===== src/tcs_pkg.sv =====
`default_nettype none
// ----------------------------------------------------------------------------
// tcs_pkg: shared definitions for the text character statistics block
// Operation codes of the shared unit, histogram control bundle, character
// constants and record kinds.
// ----------------------------------------------------------------------------
package tcs_pkg;

    localparam int HIST_DEPTH = 52;
    localparam int HIST_AW    = 6;
    localparam int ALPHA_SIZE = 26;

    localparam logic [7:0] CHAR_UPPER_A = 8'h41;
    localparam logic [7:0] CHAR_UPPER_Z = 8'h5A;
    localparam logic [7:0] CHAR_LOWER_A = 8'h61;
    localparam logic [7:0] CHAR_LOWER_Z = 8'h7A;
    localparam logic [7:0] CHAR_DIGIT_0 = 8'h30;
    localparam logic [7:0] CHAR_DIGIT_9 = 8'h39;
    localparam logic [7:0] LINE_END     = 8'd10;

    localparam logic [29:0] SHORT_INIT_VAL = 30'd999999999;

    localparam logic REQ_CHAR = 1'b0;
    localparam logic REQ_END  = 1'b1;

    localparam logic [1:0] KIND_SUMMARY = 2'd0;
    localparam logic [1:0] KIND_CAPITAL = 2'd1;
    localparam logic [1:0] KIND_LOWER   = 2'd2;

    typedef enum logic [1:0] {
        ALU_INC,
        ALU_GT,
        ALU_LT
    } alu_op_t;

    typedef struct packed {
        logic               rd_en;
        logic [HIST_AW-1:0] rd_addr;
        logic               wr_en;
        logic [HIST_AW-1:0] wr_addr;
        logic               clear;
    } hist_ctl_t;

endpackage
`default_nettype wire


===== src/text_character_statistics.sv =====
`default_nettype none
// ----------------------------------------------------------------------------
// text_character_statistics: character class histogram and line statistics
// Input beats carry one text byte (req_type 0) or an end-of-stream marker
// (req_type 1). A byte beat produces no output; it is accepted when in_valid
// is high and in_stall low, then the block holds in_stall high while one
// shared incrementer/comparator updates the class counter, the line length
// or line count, the longest and shortest line and, for letters, the
// histogram bin (read, then written back).
// An end-of-stream beat yields 53 output beats: one summary record, then 52
// histogram beats (capitals A to Z, lowercase a to z), the last flagged by
// last_record. The final line is compared with the longest and shortest
// line before the summary; each bin beat is a memory read, then an output load.
// A stall on the output holds the current beat and pauses the sequence.
// After the last beat all statistics return to their reset values.
// Reset clears every counter and histogram bin at once; the block is ready
// as soon as reset is released.
// ----------------------------------------------------------------------------
module text_character_statistics #(
    parameter int COUNT_WIDTH = 32
) (
    input  wire         clk,
    input  wire         rst_n,
    input  wire         in_valid,
    output logic        in_stall,
    input  wire         req_type,
    input  wire [7:0]   char_code,
    output logic        out_valid,
    input  wire         out_stall,
    output logic [1:0]  record_kind,
    output logic [4:0]  letter_index,
    output logic [31:0] bin_count,
    output logic [31:0] capital_total,
    output logic [31:0] lowercase_total,
    output logic [31:0] digit_total,
    output logic [31:0] other_total,
    output logic [31:0] line_total,
    output logic [31:0] longest_line,
    output logic [29:0] shortest_line,
    output logic        last_record
);

    localparam int CW = COUNT_WIDTH;
    localparam logic [CW-1:0] SHORT_INIT =
        (CW >= 30) ? CW'(tcs_pkg::SHORT_INIT_VAL) : {CW{1'b1}};
    localparam logic [tcs_pkg::HIST_AW-1:0] LAST_BIN =
        tcs_pkg::HIST_AW'(tcs_pkg::HIST_DEPTH - 1);
    localparam logic [tcs_pkg::HIST_AW-1:0] ALPHA =
        tcs_pkg::HIST_AW'(tcs_pkg::ALPHA_SIZE);

    typedef enum logic [3:0] {
        ST_IDLE,
        ST_CLASS,
        ST_LEN,
        ST_LONG,
        ST_SHORT,
        ST_BIN,
        ST_R_LONG,
        ST_R_SHORT,
        ST_R_SUM,
        ST_R_READ,
        ST_R_BIN
    } state_t;

    typedef enum logic [2:0] {
        CLS_CAP,
        CLS_LOW,
        CLS_DIG,
        CLS_OTH,
        CLS_NL
    } cls_t;

    state_t                         state_reg;
    cls_t                           cls_reg;
    cls_t                           cls_next;
    logic [tcs_pkg::HIST_AW-1:0]    bin_addr_reg;
    logic [tcs_pkg::HIST_AW-1:0]    bin_addr_next;
    logic [tcs_pkg::HIST_AW-1:0]    bin_k_reg;

    logic [CW-1:0] cap_reg;
    logic [CW-1:0] low_reg;
    logic [CW-1:0] dig_reg;
    logic [CW-1:0] oth_reg;
    logic [CW-1:0] line_reg;
    logic [CW-1:0] longest_reg;
    logic [CW-1:0] shortest_reg;
    logic [CW-1:0] len_reg;

    logic        out_valid_reg;
    logic [1:0]  kind_reg;
    logic [4:0]  index_reg;
    logic [31:0] bin_reg;
    logic [31:0] cap_out_reg;
    logic [31:0] low_out_reg;
    logic [31:0] dig_out_reg;
    logic [31:0] oth_out_reg;
    logic [31:0] line_out_reg;
    logic [31:0] longest_out_reg;
    logic [29:0] shortest_out_reg;
    logic        last_reg;

    tcs_pkg::alu_op_t   alu_op;
    logic [CW-1:0]      alu_a;
    logic [CW-1:0]      alu_b;
    logic [CW-1:0]      alu_result;
    logic               alu_flag;

    tcs_pkg::hist_ctl_t hist_ctl;
    logic [CW-1:0]      hist_rd_data;

    logic in_take;
    logic out_free;
    logic out_load;

    assign in_stall = (state_reg != ST_IDLE);
    assign in_take  = in_valid && (state_reg == ST_IDLE);
    assign out_free = !out_valid_reg || !out_stall;
    assign out_load = out_free && ((state_reg == ST_R_SUM) || (state_reg == ST_R_BIN));

    // Byte classification and histogram address.
    always_comb
    begin
        bin_addr_next = '0;
        if ((char_code >= tcs_pkg::CHAR_UPPER_A) && (char_code <= tcs_pkg::CHAR_UPPER_Z))
        begin
            cls_next      = CLS_CAP;
            bin_addr_next = tcs_pkg::HIST_AW'(char_code - tcs_pkg::CHAR_UPPER_A);
        end
        else if ((char_code >= tcs_pkg::CHAR_LOWER_A) && (char_code <= tcs_pkg::CHAR_LOWER_Z))
        begin
            cls_next      = CLS_LOW;
            bin_addr_next = tcs_pkg::HIST_AW'(char_code - tcs_pkg::CHAR_LOWER_A) + ALPHA;
        end
        else if ((char_code >= tcs_pkg::CHAR_DIGIT_0) && (char_code <= tcs_pkg::CHAR_DIGIT_9))
        begin
            cls_next = CLS_DIG;
        end
        else if (char_code == tcs_pkg::LINE_END)
        begin
            cls_next = CLS_NL;
        end
        else
        begin
            cls_next = CLS_OTH;
        end
    end

    // Operand selection for the shared unit.
    always_comb
    begin
        alu_op = tcs_pkg::ALU_INC;
        alu_a  = len_reg;
        alu_b  = longest_reg;
        unique case (state_reg)
            ST_CLASS:
            begin
                case (cls_reg)
                    CLS_CAP: alu_a = cap_reg;
                    CLS_LOW: alu_a = low_reg;
                    CLS_DIG: alu_a = dig_reg;
                    default: alu_a = oth_reg;
                endcase
            end
            ST_LEN:
            begin
                alu_a = (cls_reg == CLS_NL) ? line_reg : len_reg;
            end
            ST_LONG, ST_R_LONG:
            begin
                alu_op = tcs_pkg::ALU_GT;
                alu_b  = longest_reg;
            end
            ST_SHORT, ST_R_SHORT:
            begin
                alu_op = tcs_pkg::ALU_LT;
                alu_b  = shortest_reg;
            end
            ST_BIN:
            begin
                alu_a = hist_rd_data;
            end
            default:
            begin
                alu_op = tcs_pkg::ALU_INC;
                alu_a  = len_reg;
            end
        endcase
    end

    always_comb
    begin
        hist_ctl         = '0;
        hist_ctl.wr_addr = bin_addr_reg;
        hist_ctl.rd_addr = bin_addr_next;
        if (in_take && (req_type == tcs_pkg::REQ_CHAR) &&
            ((cls_next == CLS_CAP) || (cls_next == CLS_LOW)))
        begin
            hist_ctl.rd_en = 1'b1;
        end
        if (state_reg == ST_R_READ)
        begin
            hist_ctl.rd_en   = 1'b1;
            hist_ctl.rd_addr = bin_k_reg;
        end
        if (state_reg == ST_BIN)
        begin
            hist_ctl.wr_en = 1'b1;
        end
        if ((state_reg == ST_R_BIN) && out_free && (bin_k_reg == LAST_BIN))
        begin
            hist_ctl.clear = 1'b1;
        end
    end

    tcs_alu #(
        .COUNT_WIDTH (CW)
    ) u_alu (
        .op     (alu_op),
        .a      (alu_a),
        .b      (alu_b),
        .result (alu_result),
        .flag   (alu_flag)
    );

    tcs_hist #(
        .COUNT_WIDTH (CW)
    ) u_hist (
        .clk     (clk),
        .rst_n   (rst_n),
        .ctl     (hist_ctl),
        .wr_data (alu_result),
        .rd_data (hist_rd_data)
    );

    always_ff @(posedge clk or negedge rst_n)
    begin
        if (!rst_n)
        begin
            state_reg     <= ST_IDLE;
            cls_reg       <= CLS_OTH;
            bin_addr_reg  <= '0;
            bin_k_reg     <= '0;
            cap_reg       <= '0;
            low_reg       <= '0;
            dig_reg       <= '0;
            oth_reg       <= '0;
            line_reg      <= CW'(1);
            longest_reg   <= '0;
            shortest_reg  <= SHORT_INIT;
            len_reg       <= '0;
            out_valid_reg <= 1'b0;
        end
        else
        begin
            if (!out_stall && !out_load)
            begin
                out_valid_reg <= 1'b0;
            end
            unique case (state_reg)
                ST_IDLE:
                begin
                    if (in_valid)
                    begin
                        cls_reg      <= cls_next;
                        bin_addr_reg <= bin_addr_next;
                        state_reg    <= (req_type == tcs_pkg::REQ_END) ? ST_R_LONG : ST_CLASS;
                    end
                end
                ST_CLASS:
                begin
                    case (cls_reg)
                        CLS_CAP: cap_reg <= alu_result;
                        CLS_LOW: low_reg <= alu_result;
                        CLS_DIG: dig_reg <= alu_result;
                        default: oth_reg <= alu_result;
                    endcase
                    state_reg <= ST_LEN;
                end
                ST_LEN:
                begin
                    if (cls_reg == CLS_NL)
                    begin
                        line_reg  <= alu_result;
                        state_reg <= ST_LONG;
                    end
                    else
                    begin
                        len_reg <= alu_result;
                        if ((cls_reg == CLS_CAP) || (cls_reg == CLS_LOW))
                        begin
                            state_reg <= ST_BIN;
                        end
                        else
                        begin
                            state_reg <= ST_IDLE;
                        end
                    end
                end
                ST_LONG:
                begin
                    if (alu_flag)
                    begin
                        longest_reg <= len_reg;
                    end
                    state_reg <= ST_SHORT;
                end
                ST_SHORT:
                begin
                    if (alu_flag)
                    begin
                        shortest_reg <= len_reg;
                    end
                    len_reg   <= '0;
                    state_reg <= ST_IDLE;
                end
                ST_BIN:
                begin
                    state_reg <= ST_IDLE;
                end
                ST_R_LONG:
                begin
                    // The final line takes part even when it is empty.
                    if (alu_flag)
                    begin
                        longest_reg <= len_reg;
                    end
                    state_reg <= ST_R_SHORT;
                end
                ST_R_SHORT:
                begin
                    if (alu_flag)
                    begin
                        shortest_reg <= len_reg;
                    end
                    state_reg <= ST_R_SUM;
                end
                ST_R_SUM:
                begin
                    if (out_free)
                    begin
                        out_valid_reg    <= 1'b1;
                        kind_reg         <= tcs_pkg::KIND_SUMMARY;
                        index_reg        <= '0;
                        bin_reg          <= '0;
                        cap_out_reg      <= 32'(cap_reg);
                        low_out_reg      <= 32'(low_reg);
                        dig_out_reg      <= 32'(dig_reg);
                        oth_out_reg      <= 32'(oth_reg);
                        line_out_reg     <= 32'(line_reg);
                        longest_out_reg  <= 32'(longest_reg);
                        shortest_out_reg <= 30'(shortest_reg);
                        last_reg         <= 1'b0;
                        bin_k_reg        <= '0;
                        state_reg        <= ST_R_READ;
                    end
                end
                ST_R_READ:
                begin
                    state_reg <= ST_R_BIN;
                end
                ST_R_BIN:
                begin
                    if (out_free)
                    begin
                        out_valid_reg    <= 1'b1;
                        if (bin_k_reg < ALPHA)
                        begin
                            kind_reg  <= tcs_pkg::KIND_CAPITAL;
                            index_reg <= 5'(bin_k_reg);
                        end
                        else
                        begin
                            kind_reg  <= tcs_pkg::KIND_LOWER;
                            index_reg <= 5'(bin_k_reg - ALPHA);
                        end
                        bin_reg          <= 32'(hist_rd_data);
                        cap_out_reg      <= '0;
                        low_out_reg      <= '0;
                        dig_out_reg      <= '0;
                        oth_out_reg      <= '0;
                        line_out_reg     <= '0;
                        longest_out_reg  <= '0;
                        shortest_out_reg <= '0;
                        last_reg         <= (bin_k_reg == LAST_BIN);
                        if (bin_k_reg == LAST_BIN)
                        begin
                            // Report done: return every statistic to its reset value.
                            cap_reg      <= '0;
                            low_reg      <= '0;
                            dig_reg      <= '0;
                            oth_reg      <= '0;
                            line_reg     <= CW'(1);
                            longest_reg  <= '0;
                            shortest_reg <= SHORT_INIT;
                            len_reg      <= '0;
                            state_reg    <= ST_IDLE;
                        end
                        else
                        begin
                            bin_k_reg <= bin_k_reg + tcs_pkg::HIST_AW'(1);
                            state_reg <= ST_R_READ;
                        end
                    end
                end
                default:
                begin
                    state_reg <= ST_IDLE;
                end
            endcase
        end
    end

    assign out_valid       = out_valid_reg;
    assign record_kind     = kind_reg;
    assign letter_index    = index_reg;
    assign bin_count       = bin_reg;
    assign capital_total   = cap_out_reg;
    assign lowercase_total = low_out_reg;
    assign digit_total     = dig_out_reg;
    assign other_total     = oth_out_reg;
    assign line_total      = line_out_reg;
    assign longest_line    = longest_out_reg;
    assign shortest_line   = shortest_out_reg;
    assign last_record     = last_reg;

endmodule
`default_nettype wire


===== src/tcs_alu.sv =====
`default_nettype none
// ----------------------------------------------------------------------------
// tcs_alu: shared saturating incrementer and magnitude comparator
// Every statistic update and line length comparison goes through here.
// ----------------------------------------------------------------------------
module tcs_alu #(
    parameter int COUNT_WIDTH = 32
) (
    input  wire tcs_pkg::alu_op_t       op,
    input  wire [COUNT_WIDTH-1:0]       a,
    input  wire [COUNT_WIDTH-1:0]       b,
    output logic [COUNT_WIDTH-1:0]      result,
    output logic                        flag
);

    always_comb
    begin
        result = a;
        flag   = 1'b0;
        unique case (op)
            tcs_pkg::ALU_INC:
            begin
                // The counter holds once it reaches all ones.
                if (a != {COUNT_WIDTH{1'b1}})
                begin
                    result = a + COUNT_WIDTH'(1);
                end
            end
            tcs_pkg::ALU_GT: flag = (a > b);
            tcs_pkg::ALU_LT: flag = (a < b);
            default:
            begin
                result = a;
                flag   = 1'b0;
            end
        endcase
    end

endmodule
`default_nettype wire


===== src/tcs_hist.sv =====
`default_nettype none
// ----------------------------------------------------------------------------
// tcs_hist: letter histogram store
// One write and one registered read per cycle. Per-entry valid bits make a
// cleared entry read as zero without sweeping the array.
// ----------------------------------------------------------------------------
module tcs_hist #(
    parameter int COUNT_WIDTH = 32
) (
    input  wire                     clk,
    input  wire                     rst_n,
    input  wire tcs_pkg::hist_ctl_t ctl,
    input  wire [COUNT_WIDTH-1:0]   wr_data,
    output logic [COUNT_WIDTH-1:0]  rd_data
);

    logic [COUNT_WIDTH-1:0]          mem [tcs_pkg::HIST_DEPTH];
    logic [tcs_pkg::HIST_DEPTH-1:0]  valid_reg;
    logic [COUNT_WIDTH-1:0]          rd_data_reg;
    logic                            rd_valid_reg;

    always_ff @(posedge clk)
    begin
        if (ctl.wr_en)
        begin
            mem[ctl.wr_addr] <= wr_data;
        end
        if (ctl.rd_en)
        begin
            rd_data_reg <= mem[ctl.rd_addr];
        end
    end

    always_ff @(posedge clk or negedge rst_n)
    begin
        if (!rst_n)
        begin
            valid_reg    <= '0;
            rd_valid_reg <= 1'b0;
        end
        else
        begin
            if (ctl.rd_en)
            begin
                rd_valid_reg <= valid_reg[ctl.rd_addr];
            end
            if (ctl.clear)
            begin
                valid_reg <= '0;
            end
            else if (ctl.wr_en)
            begin
                valid_reg[ctl.wr_addr] <= 1'b1;
            end
        end
    end

    assign rd_data = rd_valid_reg ? rd_data_reg : '0;

endmodule
`default_nettype wire

===== config.mk =====
export PLATFORM = sky130hd
export DESIGN_NAME = text_character_statistics
export DESIGN_NICKNAME = d
export VERILOG_FILES = /design/src/tcs_pkg.sv /design/src/text_character_statistics.sv /design/src/tcs_alu.sv /design/src/tcs_hist.sv
export SDC_FILE = /design/constraint.sdc
export NUM_CORES = 2
export LEC_CHECK = 0
export BUFFER_PORTS_ARGS = -buffer_cell sky130_fd_sc_hd__buf_2
export CAP_MARGIN = 20
export CORE_MARGIN = 2
export CORE_UTILIZATION = 62
export CTS_BUF_LIST = sky130_fd_sc_hd__clkbuf_16
export CTS_CLUSTER_DIAMETER = 80
export DETAILED_ROUTE_END_ITERATION = 7
export MAX_ROUTING_LAYER = met4
export PLACE_DENSITY = 0.84
export SLEW_MARGIN = 40
export SYNTH_ARGS = -nofsm -noshare
export SYNTH_HDL_FRONTEND = slang
export SYNTH_HIERARCHICAL = 1
export SYNTH_SLANG_ARGS = --single-unit

===== constraint.sdc =====
create_clock -name clk -period 10.19 [get_ports clk]
set_input_delay 2.038 -clock clk [delete_from_list [all_inputs] [get_ports clk]]
set_output_delay 2.038 -clock clk [all_outputs]
set_load 0.005 [all_outputs]

==> metrics list <==
- Run status: complete, but fails checks
- Violated checks: design-rule violations
- Of the total power, the share spent switching nets is 0.3178.
- Summed over all layers, the routed wires come to between 200000 and 300000 um.
- TritonCTS built the clock tree.
- The setup path with the least slack is of type reg -> reg.
- For the pin with the worst max-slew slack, the measured transition is around 0.94 ns.
* Share of the synthesized netlist area taken by xor and xnor gates: 0.003826
* Number of hold violations in the final report: 0
* Slew Viols, Final: 0
- RSZ-0062 raised after global routing: no
- Adder and majority gate portion of the synthesized area: 0.005876
- Walking the worst path, the cells encountered are buf_4 -> nor3b_4 -> nand2b_1 -> nand2b_1 -> buf_4 -> a222oi_1 -> nand2_1 -> ha_1 -> nand4_1 -> nor4_1 -> a21boi_0 -> o31ai_1 -> o311ai_0 -> inv_1 -> or4_1 -> nand2_2 -> nand3_1 -> nand2_1.
* Reg clk slew, reported paths: approximately 0.060 ns
- In this run, CTS created clock tree buffers numbering ~210.
- The share of the synthesized area in compound gates (AO/OA/AOI/OAI) is 0.05482.
- The worst hold path belongs to the class reg -> reg.
- Combinational share of power: 0.220
* Clock tree root buffer cell: clkbuf_16
* GRT Residual Overflow: 0
* Worst-skew pair later-pin latency: between 0.8 and 0.9 ns
- Input and output buffers added on the ports amount to approximately 280.
* Number of DRC violations after detailed-routing iteration 0: a little under 10k
- Area taken by flip-flops and latches: 0.06706 sq mm
* Relative contribution of sequential cells to total power: 0.479
* Number of global-route vias before repair: about 54k
- For this run, asynchronously set or reset flops after synthesis account for 0.1439.
* Placeable Area: ~0.15 sq mm
* Count of endpoints failing setup in the final report: 0
* Kind of end point of the critical path: register
- Synthesis produced approximately 5.3k cells.
- The initialized floorplan defines 141 standard-cell rows.
- Power spread over the standard cell area amounts to approximately 250 mW/mm^2.
- Half-perimeter wire length of the detailed placement result: 153000 um
- The first global-routing pass estimated around 390000 um of wire.
- The routed layout has about 55k vias.
* F_max: 148.5 MHz
- The largest single stage delay on the critical path is 0.75 ns.
- Area growth from synthesis to layout: 12.61%
- Synthesis produced a netlist with a net count of 5361.
- Commonest register cell after synthesis: edfxtp_1
* Post-Syn Area per Cell: about 17 sq um
- Dividing the final minimum period by the clock period gives 0.6607.
* Wirelength per Cell: approximately 35 um
- GPL Wtd Cong: between 0.9 and 1
- Number of enable flip-flop cells after synthesis: around 2.0k
- Final hold analysis gives a worst-case slack of a little under 0.5 ns.
* IO Count: approximately 280
- The detail route stage leaves a number of antenna-violating nets equal to 0.
- The portion of synthesized area spent on multiplexers is 0.1118.
- The analysis attributes to cell leakage a power of 35.16 nW.
- Data on the critical path is required at its endpoint by between 10 and 15 ns.
- Die W: between 300 and 400 um
- Post CTS Setup Buffer Count: 0
- Antenna violations before repair: 12
* NetSw: about 8.3 mW
- The worst path needs roughly 6.7 ns of the cycle, external delays included.
* Number of sinks on the clock net: between 2k and 2.5k
* Area of the die: between 0.15 and 0.2 sq mm
- Post-CTS repair changed the size of 0 cells.
- Final clock skew: between 0.06 and 0.07 ns
* Arrival time at the worst endpoint: 7.50 ns
- In the final timing run, aggregate negative setup slack is 0 ns.
* Count of synthesis-stage warnings from yosys: 6
- The clock tree synthesis step divided the H-tree into 4 levels.
- Net count reported at finish: between 5k and 6k
* Buffer levels on the longest clock path: 3
- In this run the cell area of the synthesized design comes to a little over 0.09 sq mm.
- The initial utilization of the core area, before any placement, comes to 0.6223.
- Slowest cell on the critical path: or4_1
- For this run, the detailed router's first-pass iteration total came to 8.
* Clock share of power: 0.301
- The synthesized netlist contains 93 unique library cells.
- In this run, placement finished with an instance count of roughly 7.3k.
- Count of unresolved DRC violations after routing: 2
- In the global route stage, overall resource usage came out at 0.3748.
* Height of the chip: 388.3 um
- Entering global routing, the biggest net connects between 100 and 150 pins.
- Of the total synthesized cell area, the portion taken by AND, OR, NAND and NOR gates is 0.06772.
- The register with the most flip-flops in the layout has roughly 1.7k of them.
- In the routed layout, each cell is associated on average with a via count of 7.083.
- Quantity of hold-fixing buffers added after cts: 0
- Across the run, the number of max-cap violations was 0.
- In the final layout, the share of cells above drive strength 1 is 0.2354.
- Critical Path Source Type: register
- Max-slew headroom: 0.3738
- After synthesis, the largest family of logic cells by area is multiplexers.
- Multi-input combinational cell area: ~0.024 sq mm
- Maximum resistive drop on vdd: around 0.2 mV
* Number of inserted filler cells in the final layout: roughly 8.4k
* Share of the yosys chip area belonging to registers: 0.7323
* Synthesis-stage register bit count: approximately 2.3k
- Top fanout value on the critical path: 32
- Count of placed standard cells in the final layout, fillers left out: between 7k and 8k
- The internal power of the cells totals about 18 mW.
layout by cell type, fill, tap and decap left out, types with 65 or more instances in the layout:
cell type	count
and2_1	65
nand2_1	415
nor2b_1	255
o21ai_0	257
mux4_2	397
edfxtp_1	1958
mux2i_1	81
nand3_1	76
buf_2	275
inv_1	127
buf_4	124
nor2_1	236
dfrtp_1	305
clkbuf_16	213
power by group through the flow:
| stage | logic, mW | clock network (mW) | registers, mW |
|---|---|---|---|
| floorplan | 3.05 | 0 | 12.6 |
| global placement | 5.25 | 0 | 12.7 |
| detailed placement | 5.51 | 0 | 12.7 |
| CTS | 5.60 | 7.94 | 12.5 |
| global route | 6.06 | 8.26 | 12.6 |
| finish | 5.76 | 7.89 | 12.6 |
logic make-up (layout without fill, tap and decap cells):
kind of cell,after synthesis,count (layout)
adder cells (fa/ha/maj),43,43
buffers and inverters,415,916
AND/OR/NAND/NOR,1266,1266
flip-flops,2287,2287
other,0,10
multiplexers,520,520
AO/OA/AOI/OAI,734,734
XOR/XNOR,40,40
layout make-up:
class	count	share of cell area
inverter	86	0.003131
tap	1930	0.02342
timing repair buffer	429	0.02676
multi-input combinational	2603	0.2294
sequential	2287	0.6503
clock inverter	188	0.01505
antenna	10	0.0002427
clock buffer	213	0.05169
path summary, 6_finish.rpt:
check	from	end	slack, ns	cells after the start
worst max-delay path	cls_reg[0]	shortest_reg[26]	3.46	18
worst min-delay path	shortest_reg[30]	shortest_reg[30]	0.49	2
worst max register to register	cls_reg[0]	shortest_reg[26]	3.46	18
worst min register to register	shortest_reg[30]	shortest_reg[30]	0.49	2
max in group asynchronous	rst_n	dig_reg[14]	7.26	3
min in group asynchronous	rst_n	line_reg[14]	1.06	1
layer usage:
layer / part of all wire / track usage / wire, um / vias to the layer above
li1: - / - / - / 21360
met1: 0.32 / 0.4525 / 87250 / 27360
met2: 0.48 / 0.5763 / 129400 / 4965
met3: 0.12 / 0.07960 / 32700 / 1180
met4: 0.084 / 0.2504 / 22810 / 0
met5: 0 / - / 0 / -
synthesized netlist by cell type, types with 7 or more instances:
cell type | number | area share
inv_1 | 86 | 0.0035
nand4_1 | 15 | 0.0010
a22o_1 | 40 | 0.0038
o221ai_1 | 28 | 0.0027
a211oi_1 | 62 | 0.0051
nand3b_1 | 7 | 0.00057
o21ai_1 | 46 | 0.0025
o22a_1 | 49 | 0.0047
dfstp_2 | 24 | 0.0069
a221oi_1 | 7 | 0.00067
nor2b_1 | 258 | 0.018
nand2b_1 | 13 | 0.00089
a2111oi_1 | 10 | 0.0011
dfrtp_1 | 305 | 0.083
clkbuf_1 | 143 | 0.0059
nor2_1 | 287 | 0.012
nor3_1 | 49 | 0.0027
o22ai_1 | 64 | 0.0044
buf_1 | 17 | 0.00070
or2_2 | 8 | 0.00055
mux4_2 | 397 | 0.098
edfxtp_1 | 1958 | 0.64
buf_2 | 92 | 0.0050
a222oi_1 | 21 | 0.0023
and2_1 | 70 | 0.0048
nand3_1 | 77 | 0.0042
xnor2_1 | 11 | 0.0011
nor4_1 | 8 | 0.00055
a21oi_1 | 32 | 0.0017
a22oi_1 | 18 | 0.0015
o21ai_0 | 261 | 0.014
mux2_2 | 39 | 0.0048
nor3b_1 | 8 | 0.00066
o2111ai_1 | 29 | 0.0028
buf_4 | 41 | 0.0034
a2111oi_2 | 17 | 0.0028
xor2_1 | 29 | 0.0028
nand2_1 | 419 | 0.017
ha_1 | 43 | 0.0059
mux2i_1 | 81 | 0.0089
buf_6 | 26 | 0.0032
critical path, delay by kind of cell, from the launching register on:
family | cells | cell delay, ns
adder cells (fa/ha/maj) | 1 | 0.41
flip-flops | 1 | 0.50
AND/OR/NAND/NOR | 10 | 3.67
buffers and inverters | 3 | 0.72
AO/OA/AOI/OAI | 4 | 1.25
per-stage QoR:
stage	power [mW]	area, sq um	setup slack, ns	utilization
after floorplan	15.65	91570	1.257	-
after global placement	17.94	95700	2.989	0.6505
after detailed placement	18.22	96110	2.920	0.6532
after CTS	26.07	103000	3.641	0.7000
after global routing	26.91	103100	3.237	0.7007
final	26.21	103100	3.458	0.7008
No activity file was read; power rests on OpenSTA's default activity.
